File: config.mk
export PLATFORM = sky130hd
export DESIGN_NAME = dac_waveform_generator_unit
export DESIGN_NICKNAME = d
export VERILOG_FILES = /design/src/dwg_pkg.sv /design/src/dwg_front.sv /design/src/dwg_queue.sv /design/src/dwg_back.sv /design/src/dac_waveform_generator_unit.sv
export SDC_FILE = /design/constraint.sdc
export NUM_CORES = 2
export LEC_CHECK = 0
export BUFFER_PORTS_ARGS = -buffer_cell sky130_fd_sc_hd__buf_2
export CORE_MARGIN = 4
export CORE_UTILIZATION = 43
export DETAILED_ROUTE_END_ITERATION = 16
export GPL_ROUTABILITY_DRIVEN = 0
export PLACE_DENSITY = 0.66
export SYNTH_ARGS = -nofsm -noshare
export SYNTH_HDL_FRONTEND = slang
export SYNTH_SLANG_ARGS = --single-unit
File: constraint.sdc
create_clock -name clk -period 8.8 [get_ports clk]
set_clock_uncertainty 0.15 [all_clocks]
set_input_delay 0 -clock clk [delete_from_list [all_inputs] [get_ports clk]]
set_output_delay 0 -clock clk [all_outputs]
set_load 0.02 [all_outputs]
File: src/dwg_pkg.sv
// Package for the DAC waveform generator: widths, codes, CORDIC angle table.
// No dependencies.
package dwg_pkg;
    localparam int MAX_DAC_BITS_DEF = 16;
    localparam int PHASE_BITS_DEF = 16;
    localparam int CORDIC_STEPS = 24;
    localparam int STEP_W = 5;
    localparam logic [31:0] CORDIC_X0 = 32'h26DD3B6A;

    localparam logic [1:0] WAVE_SINE = 2'd0;
    localparam logic [1:0] WAVE_SQUARE = 2'd1;
    localparam logic [1:0] WAVE_SAW = 2'd2;

    localparam logic [1:0] REG_WAVE = 2'd0;
    localparam logic [1:0] REG_PERIOD = 2'd1;
    localparam logic [1:0] REG_BITS = 2'd2;

    typedef struct packed {
        logic [1:0]  wave;
        logic [15:0] n;
        logic [4:0]  b;
        logic [15:0] idx;
        logic        last;
    } job_t;

    function automatic logic [31:0] atan_turn(input logic [STEP_W-1:0] k);
        logic [31:0] r;
        begin
            case (k)
                5'd0: r = 32'h20000000;  5'd1: r = 32'h12E4051E;
                5'd2: r = 32'h09FB385B;  5'd3: r = 32'h051111D4;
                5'd4: r = 32'h028B0D43;  5'd5: r = 32'h0145D7E1;
                5'd6: r = 32'h00A2F61E;  5'd7: r = 32'h00517C55;
                5'd8: r = 32'h0028BE53;  5'd9: r = 32'h00145F2F;
                5'd10: r = 32'h000A2F98; 5'd11: r = 32'h000517CC;
                5'd12: r = 32'h00028BE6; 5'd13: r = 32'h000145F3;
                5'd14: r = 32'h0000A2FA; 5'd15: r = 32'h0000517D;
                5'd16: r = 32'h000028BE; 5'd17: r = 32'h0000145F;
                5'd18: r = 32'h00000A30; 5'd19: r = 32'h00000518;
                5'd20: r = 32'h0000028C; 5'd21: r = 32'h00000146;
                5'd22: r = 32'h000000A3; 5'd23: r = 32'h00000051;
                default: r = 32'h0;
            endcase
            return r;
        end
    endfunction
endpackage

File: src/dwg_front.sv
// Front end: accepts transactions, tracks the sample index, packs the config into each job.
// Depends on dwg_pkg.
module dwg_front #(
    parameter int MAX_DAC_BITS = dwg_pkg::MAX_DAC_BITS_DEF
) (
    input  logic           clk,
    input  logic           rst_n,
    input  logic           in_valid,
    output logic           in_ready,
    input  logic           restart,
    input  logic [1:0]     wave_select,
    input  logic [15:0]    samples_per_period,
    input  logic [4:0]     dac_bits,
    output logic           job_valid,
    input  logic           job_ready,
    output dwg_pkg::job_t  job
);
    localparam logic [4:0] BMAX = 5'(MAX_DAC_BITS);
    logic [15:0] index_reg, index_next;
    logic [15:0] n, i;
    logic [16:0] i1;
    logic [4:0]  b;

    assign in_ready = job_ready;
    assign job_valid = in_valid;
    assign n = (samples_per_period == 16'd0) ? 16'd1 : samples_per_period;
    assign i = (restart || index_reg >= n) ? 16'd0 : index_reg;
    assign i1 = {1'b0, i} + 17'd1;
    always_comb
    begin
        b = dac_bits;
        if (b < 5'd2) b = 5'd2;
        if (b > BMAX) b = BMAX;
        index_next = (i1 >= {1'b0, n}) ? 16'd0 : i1[15:0];
        job.wave = wave_select;
        job.n = n;
        job.b = b;
        job.idx = i;
        job.last = (i1 == {1'b0, n});
    end

    always_ff @(posedge clk or negedge rst_n)
    begin
        if (!rst_n)
            index_reg <= 16'd0;
        else if (in_valid && in_ready)
            index_reg <= index_next;
    end
endmodule

File: src/dwg_queue.sv
// Two-entry queue between front and back end.
// Depends on dwg_pkg.
module dwg_queue (
    input  logic          clk,
    input  logic          rst_n,
    input  logic          wr_valid,
    output logic          wr_ready,
    input  dwg_pkg::job_t wr_data,
    output logic          rd_valid,
    input  logic          rd_ready,
    output dwg_pkg::job_t rd_data
);
    dwg_pkg::job_t mem_reg [2];
    logic       wp_reg, rp_reg;
    logic [1:0] cnt_reg;
    logic       wr, rd;

    assign wr_ready = (cnt_reg != 2'd2);
    assign rd_valid = (cnt_reg != 2'd0);
    assign rd_data = mem_reg[rp_reg];
    assign wr = wr_valid && wr_ready;
    assign rd = rd_valid && rd_ready;

    always_ff @(posedge clk)
    begin
        if (wr)
            mem_reg[wp_reg] <= wr_data;
    end

    always_ff @(posedge clk or negedge rst_n)
    begin
        if (!rst_n)
        begin
            wp_reg <= 1'b0;
            rp_reg <= 1'b0;
            cnt_reg <= 2'd0;
        end
        else
        begin
            if (wr) wp_reg <= ~wp_reg;
            if (rd) rp_reg <= ~rp_reg;
            cnt_reg <= cnt_reg + 2'(wr) - 2'(rd);
        end
    end
endmodule

File: src/dwg_back.sv
// Back end: phase division, CORDIC sine, scaling; holds the result register.
// Depends on dwg_pkg.
module dwg_back #(
    parameter int MAX_DAC_BITS = dwg_pkg::MAX_DAC_BITS_DEF,
    parameter int PHASE_BITS = dwg_pkg::PHASE_BITS_DEF
) (
    input  logic          clk,
    input  logic          rst_n,
    input  logic          job_valid,
    output logic          job_ready,
    input  dwg_pkg::job_t job,
    output logic          out_valid,
    input  logic          out_ready,
    output logic [15:0]   sample_code,
    output logic [15:0]   sample_index,
    output logic          period_end
);
    localparam int QW = (PHASE_BITS > MAX_DAC_BITS) ? 16 + PHASE_BITS : 16 + MAX_DAC_BITS;
    localparam int CW = MAX_DAC_BITS;
    localparam int STEP_W_L = dwg_pkg::STEP_W;
    localparam logic [2:0] S_IDLE = 3'd0, S_DIV = 3'd1, S_CORD = 3'd2,
                           S_MUL = 3'd3, S_CODE = 3'd4, S_OUT = 3'd5;
    localparam logic [5:0] DIV_STEPS = 6'(QW);

    logic [2:0]  state_reg;
    logic [5:0]  cnt_reg;
    dwg_pkg::job_t job_reg;
    logic [QW-1:0] quo_reg;
    logic [16:0] rem_reg;
    logic signed [33:0] x_reg, y_reg, z_reg;
    logic [1:0]  quad_reg;
    logic signed [17:0] s_reg;
    logic [47:0] prod_reg;
    logic        neg_reg;
    logic [CW-1:0] code_reg;
    logic        out_valid_reg;

    logic [17:0] rem_sh;
    logic        qbit;
    logic [QW-1:0] quo_next;
    logic signed [33:0] dx, dy, v, vr;
    logic signed [31:0] sq;
    logic [31:0] ang;
    logic [STEP_W_L-1:0] k;
    logic [CW:0] half, mask, half_in;
    logic [QW-1:0] saw_num;
    logic [47:0] pos;
    logic [CW-1:0] cres;
    logic [16:0] mag;

    assign k = cnt_reg[STEP_W_L-1:0];
    assign rem_sh = {rem_reg, quo_reg[QW-1]};
    assign qbit = (rem_sh >= {2'b0, job_reg.n});
    assign quo_next = {quo_reg[QW-2:0], qbit};
    assign dx = y_reg >>> k;
    assign dy = x_reg >>> k;
    assign ang = {quo_next[PHASE_BITS-1:0], {(32-PHASE_BITS){1'b0}}};
    assign half = (CW+1)'(1) << (job_reg.b - 5'd1);
    assign mask = ((CW+1)'(1) << job_reg.b) - (CW+1)'(1);
    assign half_in = (CW+1)'(1) << (job.b - 5'd1);
    assign saw_num = QW'(half_in - (CW+1)'(1)) * QW'(job.idx);
    assign job_ready = (state_reg == S_IDLE);
    assign out_valid = out_valid_reg;
    assign sample_index = job_reg.idx;
    assign period_end = job_reg.last;
    assign sample_code = 16'(code_reg);

    always_comb
    begin
        unique case (quad_reg)
            2'd0: v = y_reg;
            2'd1: v = x_reg;
            2'd2: v = -y_reg;
            default: v = -x_reg;
        endcase
        vr = (v + 34'sd8192) >>> 14;
        if (vr > 34'sd65536) sq = 32'sd65536;
        else if (vr < -34'sd65536) sq = -32'sd65536;
        else sq = 32'(vr);
        mag = s_reg[17] ? 17'(-s_reg) : 17'(s_reg);
        pos = prod_reg >> 16;
        if (neg_reg)
            cres = CW'((~(CW+1)'(pos) + (CW+1)'(1)) & mask);
        else
            cres = CW'((CW+1)'(pos) & mask);
    end

    always_ff @(posedge clk)
    begin
        unique case (state_reg)
            S_IDLE:
            begin
                if (job_valid)
                begin
                    job_reg <= job;
                    if (job.wave == dwg_pkg::WAVE_SAW)
                        quo_reg <= saw_num;
                    else
                        quo_reg <= QW'({job.idx, {PHASE_BITS{1'b0}}});
                    rem_reg <= 17'd0;
                end
            end
            S_DIV:
            begin
                quo_reg <= quo_next;
                if (qbit)
                    rem_reg <= 17'(rem_sh - {2'b0, job_reg.n});
                else
                    rem_reg <= rem_sh[16:0];
                if (cnt_reg == DIV_STEPS - 6'd1)
                begin
                    x_reg <= 34'(dwg_pkg::CORDIC_X0);
                    y_reg <= 34'sd0;
                    quad_reg <= ang[31:30];
                    z_reg <= {4'b0, ang[29:0]};
                end
            end
            S_CORD:
            begin
                if (!z_reg[33])
                begin
                    x_reg <= x_reg - dx;
                    y_reg <= y_reg + dy;
                    z_reg <= z_reg - 34'(dwg_pkg::atan_turn(k));
                end
                else
                begin
                    x_reg <= x_reg + dx;
                    y_reg <= y_reg - dy;
                    z_reg <= z_reg + 34'(dwg_pkg::atan_turn(k));
                end
            end
            S_MUL:
            begin
                s_reg <= 18'(sq);
            end
            S_CODE:
            begin
                neg_reg <= s_reg[17];
                if (s_reg[17])
                    prod_reg <= 48'(half) * 48'(mag);
                else
                    prod_reg <= 48'(half - (CW+1)'(1)) * 48'(mag);
            end
            default:
            begin
            end
        endcase
        if (state_reg == S_DIV && cnt_reg == DIV_STEPS - 6'd1)
        begin
            if (job_reg.wave == dwg_pkg::WAVE_SQUARE)
                code_reg <= ({job_reg.idx, 1'b0} <= {1'b0, job_reg.n}) ?
                            CW'(half - (CW+1)'(1)) : CW'(half);
            else if (job_reg.wave == dwg_pkg::WAVE_SAW)
                code_reg <= CW'(quo_next);
            else
                code_reg <= '0;
        end
        if (state_reg == S_OUT && !out_valid_reg && job_reg.wave == dwg_pkg::WAVE_SINE)
            code_reg <= cres;
    end

    always_ff @(posedge clk or negedge rst_n)
    begin
        if (!rst_n)
        begin
            state_reg <= S_IDLE;
            cnt_reg <= 6'd0;
            out_valid_reg <= 1'b0;
        end
        else
        begin
            unique case (state_reg)
                S_IDLE:
                    if (job_valid)
                    begin
                        state_reg <= S_DIV;
                        cnt_reg <= 6'd0;
                    end
                S_DIV:
                    if (cnt_reg == DIV_STEPS - 6'd1)
                    begin
                        cnt_reg <= 6'd0;
                        state_reg <= (job_reg.wave == dwg_pkg::WAVE_SINE) ? S_CORD : S_OUT;
                    end
                    else
                        cnt_reg <= cnt_reg + 6'd1;
                S_CORD:
                    if (cnt_reg == 6'(dwg_pkg::CORDIC_STEPS - 1))
                        state_reg <= S_MUL;
                    else
                        cnt_reg <= cnt_reg + 6'd1;
                S_MUL:  state_reg <= S_CODE;
                S_CODE: state_reg <= S_OUT;
                S_OUT:
                    if (!out_valid_reg)
                        out_valid_reg <= 1'b1;
                    else if (out_ready)
                    begin
                        out_valid_reg <= 1'b0;
                        state_reg <= S_IDLE;
                    end
                default: state_reg <= S_IDLE;
            endcase
        end
    end
endmodule

File: src/dac_waveform_generator_unit.sv
// DAC waveform generator top level: config registers, front end, queue, back end.
// Depends on dwg_pkg, dwg_front, dwg_queue, dwg_back.
//
// Usage: each transaction on the input channel (in_valid/in_ready, field
// restart) asks for one DAC sample; one transaction on the output channel
// (out_valid/out_ready) returns sample_code, sample_index and period_end.
// Configuration is written through cfg_we/cfg_addr/cfg_data while idle.
// The serial divider runs QW = 16 + max(PHASE_BITS, MAX_DAC_BITS) steps.
// From input acceptance to out_valid, square, sawtooth and unused-code
// requests pass through the divider only; sine requests also pass
// through 24 CORDIC iterations and scaling.
// One sample is processed at a time: the back end takes a new transaction
// only after the receiver has taken the previous result.
// The queue takes up to two further requests while the back end is busy.
// If the receiver stalls, the result holds on the output and the queue
// fills, then in_ready drops.
// Reset clears the index to zero and loads the default register values.
module dac_waveform_generator_unit #(
    parameter int MAX_DAC_BITS = dwg_pkg::MAX_DAC_BITS_DEF,
    parameter int PHASE_BITS = dwg_pkg::PHASE_BITS_DEF
) (
    input  logic        clk,
    input  logic        rst_n,
    input  logic        cfg_we,
    input  logic [1:0]  cfg_addr,
    input  logic [15:0] cfg_data,
    input  logic        in_valid,
    output logic        in_ready,
    input  logic        restart,
    output logic        out_valid,
    input  logic        out_ready,
    output logic [15:0] sample_code,
    output logic [15:0] sample_index,
    output logic        period_end
);
    logic [1:0]  wave_reg;
    logic [15:0] period_reg;
    logic [4:0]  bits_reg;
    logic        fv, fr, bv, br;
    dwg_pkg::job_t fj, bj;

    always_ff @(posedge clk or negedge rst_n)
    begin
        if (!rst_n)
        begin
            wave_reg <= dwg_pkg::WAVE_SINE;
            period_reg <= 16'd64;
            bits_reg <= 5'd16;
        end
        else if (cfg_we)
        begin
            unique case (cfg_addr)
                dwg_pkg::REG_WAVE:   wave_reg <= cfg_data[1:0];
                dwg_pkg::REG_PERIOD: period_reg <= cfg_data;
                dwg_pkg::REG_BITS:   bits_reg <= cfg_data[4:0];
                default: ;
            endcase
        end
    end

    dwg_front #(.MAX_DAC_BITS(MAX_DAC_BITS)) u_front (
        .clk(clk), .rst_n(rst_n), .in_valid(in_valid), .in_ready(in_ready),
        .restart(restart), .wave_select(wave_reg), .samples_per_period(period_reg),
        .dac_bits(bits_reg), .job_valid(fv), .job_ready(fr), .job(fj)
    );

    dwg_queue u_queue (
        .clk(clk), .rst_n(rst_n), .wr_valid(fv), .wr_ready(fr), .wr_data(fj),
        .rd_valid(bv), .rd_ready(br), .rd_data(bj)
    );

    dwg_back #(.MAX_DAC_BITS(MAX_DAC_BITS), .PHASE_BITS(PHASE_BITS)) u_back (
        .clk(clk), .rst_n(rst_n), .job_valid(bv), .job_ready(br), .job(bj),
        .out_valid(out_valid), .out_ready(out_ready), .sample_code(sample_code),
        .sample_index(sample_index), .period_end(period_end)
    );

`ifndef SYNTHESIS
    a_end_index: assert property (@(posedge clk) disable iff (!rst_n)
        out_valid && period_end |-> sample_index == (period_reg == 16'd0 ? 16'd0 :
        period_reg - 16'd1))
        else $error("period_end with wrong index");
    a_hold: assert property (@(posedge clk) disable iff (!rst_n)
        out_valid && !out_ready |=> out_valid && $stable(sample_code))
        else $error("result changed while stalled");
`endif
endmodule

Word-level counts from Yosys, hierarchy flattened --
Memory sizes are Yosys's and may differ from the RTL's. Cells that the tools add are included.
Word-level totals: bits in registers 313, memory bits (writable) 80, memory bits (read-only) 1920, bits of input ports 24, output and inout bits 35, memories kept 3
Cells by class: add/sub/neg operators 22, multiply operators 3, $lt $le $gt $ge 8, equal/unequal tests 22, shift operators 5, mux-type cells 49, bitwise logic cells 5, reductions and logical operators 27
Memories:
- (no name shown) | words 32, width 30, read ports 1, clocked after Yosys merged registers in 0, write ports 0, RTL line dwg_pkg.sv:29 | case (k)
- (no name shown) | words 32, width 30, read ports 1, clocked after Yosys merged registers in 0, write ports 0, RTL line dwg_pkg.sv:29
- u_queue.mem_reg | words 2, width 40, read ports 1, clocked after Yosys merged registers in 0, write ports 1, RTL line dwg_queue.sv:13 | dwg_pkg::job_t mem_reg [2];
Operators with widths (count):
- $mux W32 | 7
- $mux W34 | 6
- $pmux W34 S2 | 3
- $mux W16 | 9
- $pmux W34 S3 | 1
- $add A34 B34 Y34 | 2
- $neg A34 Y34 | 2
- $sshr A34 B5 Y34 | 2
- $sub A34 B34 Y34 | 2
- $pmux W32 S2 | 1
- $mux W17 | 3
- $mul A48 B17 Y32 | 1
- $sub A17 B1 Y18 const B | 2
- $add A34 B15 Y34 const B | 1
- $add A34 B32 Y34 | 1
- $pmux W17 S2 | 1
- $shl A1 B5 Y17 const A | 2
- $sub A34 B32 Y34 | 1
- $and A16 B16 Y16 | 2
- $mul A17 B17 Y32 | 1
- $mul A32 B16 Y32 | 1
- $gt A20 B18 Y1 const B | 1
- $lt A20 B17 Y1 const B | 1
- $ge A18 B16 Y1 | 1
- 46 further kinds | 87

Longest topological paths before layout --
word-level depth 8, gate-level depth with buffers 41, depth with buffers taken out 37

By module --
A second synthesis with hierarchy kept.
Second synthesis, totals: cells, all modules 6849, area, all modules 61619.1 µm²
By module, submodules not included:
- dwg_back | instances 1, cells each 6352, area each 55306.8 µm², sequential area each 7577.3 µm²
- dwg_queue | instances 1, cells each 147, area each 3110.5 µm², sequential area each 2502.4 µm²
- dwg_front | instances 1, cells each 300, area each 2280.9 µm², sequential area each 400.4 µm²
- dac_waveform_generator_unit | instances 1, cells each 50, area each 920.9 µm², sequential area each 578.1 µm²

Least setup slack after synthesis --
OpenSTA, ideal clock, no wires.
path type reg-to-reg, from register u_queue.rp_reg, to register u_back.quo_reg[31], data pin, setup time 0.257 ns, arrival 9.006 ns, path slack -0.613 ns, cell stages (with the launch flop) 38, path buffers 4, cells stage by stage dfrtp_1 -> clkbuf_1 -> nor3b_1 -> nor2_1 -> clkinv_1 -> ha_1 -> clkbuf_1 -> and3_1 -> inv_1 -> ha_1 -> clkbuf_1 -> o21ai_1 -> or4_1 -> o22a_1 -> clkbuf_1 -> nand2_1 -> fa_1 -> fa_1 -> [... 2 more ...] -> fa_1 -> fa_1 -> inv_1 -> fa_1 -> inv_1 -> ha_1 -> o21a_1 -> o21a_1 -> o21a_1 -> o21ai_0 -> o21ai_0 -> nand4_1 -> a311oi_1 -> o21ai_0 -> nand2b_1 -> and2_1 -> or4_1 -> a32o_1
On the way: cells in the longest elaborated chain, start to end 8, elaborated cells on any way between the ends 9, those cells by class add/sub (2); mul (1); eq/ne (1); shift (1); mux (3); memory (1)
Ends and longest elaborated chain:
- start, declared | RTL line dwg_queue.sv:14 | logic wp_reg, rp_reg;
- start signal, assigned | RTL line dwg_queue.sv:41 | if (rd) rp_reg <= ~rp_reg;
- $mem_v2 Z2 W40 (*)
- $sub A5 B1 Y5 | RTL line dwg_back.sv:60 | assign half_in = (CW+1)'(1) << (job.b - 5'd1);
- $shl A1 B5 Y17 | RTL line dwg_back.sv:60
- $sub A17 B1 Y18 | RTL line dwg_back.sv:61 | assign saw_num = QW'(half_in - (CW+1)'(1)) * QW'(job.idx);
- $mul A32 B16 Y32 | RTL line dwg_back.sv:61
- $mux W32 (*) | RTL line dwg_back.sv:96 | if (job.wave == dwg_pkg::WAVE_SAW)
- $mux W32 (*) | RTL line dwg_back.sv:93 | if (job_valid)
- $pmux W32 S2 (*) | RTL line dwg_back.sv:90 | unique case (state_reg)
- end signal, assigned | RTL line dwg_back.sv:97 | quo_reg <= saw_num;
- end signal, assigned | RTL line dwg_back.sv:99 | quo_reg <= QW'({job.idx, {PHASE_BITS{1'b0}}});
- end signal, assigned | RTL line dwg_back.sv:105 | quo_reg <= quo_next;
- end, declared | RTL line dwg_back.sv:28 | logic [QW-1:0] quo_reg;
Mark *: on every way between the ends. The rest lies on a longest branch, timed or not. The select of a mux whose other input is x is not followed. A chain may end at the register's enable or synchronous reset.

Worst setup path after layout --
Ends and elaborated chain as after synthesis.

==> impl_metrics.toml <==
[outcome]
run_status = "completed"

[yosys]
synth-simple-area-share = 0.159
synth_area_per_cell_um2 = 8.99
synthMuxAreaShare = 0.0600
synthAdderAreaFrac = 0.350
synth_top_family_by_area = "adder cells"
ys_async_sr_fraction = 0.141
synth_nets = 7822
syn_area_um2 = 59400
synth_top_area_share = 0.264
yosysSeqAreaShare = 0.186
yosysTopAreaCell = "fa_1"
synthCells = 6608
synth_xor_area_frac = 0.0568
ys_dominant_reg_cell = "edfxtp_1"
yosys_register_bits = 377
synth_compound_area_frac = 0.104
synth-edff-count = 324
synth_cell_type_count = 93
yosysWarnings = 0
synth_area_leaders = "fa_1, edfxtp_1, ha_1"

[sta]
hold_viol_final = 0
setup_viol = 0
fin_crit_sh = 0.968
max_freq_ghz = 0.117
maxSlewViolCount = 0
min_period_ns = 8.52
maxSlewHeadroom = 0.178
tightest_slew_ns = 1.22

[critical_path]
r2r-end = "u_back.quo_reg[31]"
crit_type = "reg -> reg"
max_stage_delay_ns = 0.56
crit_slowest_cell = "fa_2"
r2r_cells = 33
path_common_cell = "fa_1"
critPathLaunchType = "flop"
end_kind = "flop"
r2r_start = "u_queue.rp_reg"
cp.arrival_ns = 8.74
cp_max_fo = 6
critical_path_required_ns = 9.02
rrSetupSlack_ns = 0.28

[floorplan]
rows = 136
die_area_um2 = 144000
die_h_um = 380
io_pins = 59
die_x_um = 380
initial_utilization = 0.432
core_area_um2 = 137000

[routing]
antenna_left = 0
wl_per_cell_um = 20.2
drtIter0Drc = 4824
totalWireLength_um = 173000
vias = 48503
firstDrtPassIters = 8
vias_per_cell = 5.68
drc = 0

[run]
maxCapViolations = 0

[layout]
nets = 7926
layout_commonest_cell = "inv_1"
syn2layout_area_growth_pct = 10.2
final_cell_mix = "inv_1, nand2_1, fa_1, nor2_1, ha_1"
largest_register_ffs = 80
fillers = 12766
drive_gt1_frac = 0.110
utilization = 0.476

[clocking]
cts_tree = "yes"
htree_levels = 2
clk_latency_ns = 0.66
clk_pin_slew_worst_paths_ns = 0.06
cts_buffer_depth = 3
clock_sinks = 377
cts_root_buf = "clkbuf_16"
cts_buffers = 46

[global_routing]
antenna_found_initial = 4
grt_max_degree = 93
grt_first_pass_wirelength_um = 274000
track_usage = 0.238
grt-ovfl-total = 0
grt_pass1_vias = 48940

[hold_path]
hp-start = "cfg_data[6]"
hold_path_end = "period_reg[6]"
min_path_cells = 3
hold_path_class = "in -> reg"

[placed_design]
place_hpwl_um = 136000
io_buffers = 58
worst max-delay path: cells and delay by family (launching register included):
family / cells / cell delay, ns
buffers and inverters: 4 / 0.22
AO/OA/AOI/OAI: 11 / 1.87
flip-flops: 1 / 0.47
XOR/XNOR: 1 / 0.15
AND/OR/NAND/NOR: 9 / 2.09
adder cells (fa/ha/maj): 8 / 3.37
worst max-delay path by stage:
stage                   startpoint                  to  slack, ns
floorplan           u_queue.rp_reg  u_back.quo_reg[31]      -0.04
global route        u_queue.rp_reg  u_back.quo_reg[30]      -0.03
detailed placement  u_queue.rp_reg  u_back.quo_reg[31]      -0.12
global placement    u_queue.rp_reg  u_back.quo_reg[31]      -0.22
CTS                 u_queue.rp_reg  u_back.quo_reg[31]       0.02
finish              u_queue.rp_reg  u_back.quo_reg[31]       0.28
layout make-up:
class                   count  area, um^2  area share
diodes                      1        2.50   0.0000382
clock buffers              53        1210      0.0185
clock inverters            32         328     0.00501
inverters                 984        3700      0.0565
multi-input cells        4920       43900       0.671
flip-flops and latches    377       11100       0.169
well taps                1794        2240      0.0343
repair buffers            383        2980      0.0456
routing by layer:
metal,up-vias,global-route usage,part of all wire
li1,21909,-,-
met1,24062,0.323,0.41
met2,2129,0.379,0.45
met3,403,0.0396,0.090
met4,0,0.0968,0.047
met5,-,0,0
cells in the mapped netlist (51+ instances only):
master    count
inv_1       980
o21ai_0     230
nor2b_1      51
xnor2_1     228
a21o_1       59
and2_1       56
xor2_1      157
mux2i_1      81
fa_1        782
nor3_1      100
dfrtp_1      51
nand2_1     795
nand2b_1     74
nor2_1      747
a21oi_1     271
mux2_2       88
edfxtp_1    324
mux4_2       77
clkbuf_1    272
ha_1        408
nand3_1      64
o21a_1       53
metrics by stage:
step / std cells / area (um^2) / setup WS (ns) / hold WS (ns) / TNS, ns
finish: 8544 / 65400 / 0.281 / 0.0448 / 0
global route: 8544 / 65400 / -0.0269 / 0.0528 / -0.0532
CTS: 8526 / 64900 / 0.0235 / 0.00480 / 0
detailed placement: 8404 / 63000 / -0.124 / -0.285 / -0.124
global placement: 8404 / 63000 / -0.222 / -0.288 / -0.222
floorplan: 6608 / 59500 / -0.0431 / -0.446 / -0.0431
kinds of logic (layout without fill, tap and decap cells):
kind of cell             Yosys count  after routing
flip-flops                       377            377
AO/OA/AOI/OAI                    965            965
other                              1              2
adder cells (fa/ha/maj)         1193           1193
multiplexers                     247            247
XOR/XNOR                         385            386
AND/OR/NAND/NOR                 2128           2128
buffers and inverters           1312           1452
what timing repair did:
item,in CTS,in global routing
hold buffers,36,0
endpoints found under the hold margin,127,0
resized for setup,3,84
pin swaps,1,54
setup endpoints to repair,1,16
cloned,0,1
setup buffers,1,16
Power is left out: the tool's default activity adds up to more than one toggle a clock period on the data nets, which glitch-free logic cannot reach.
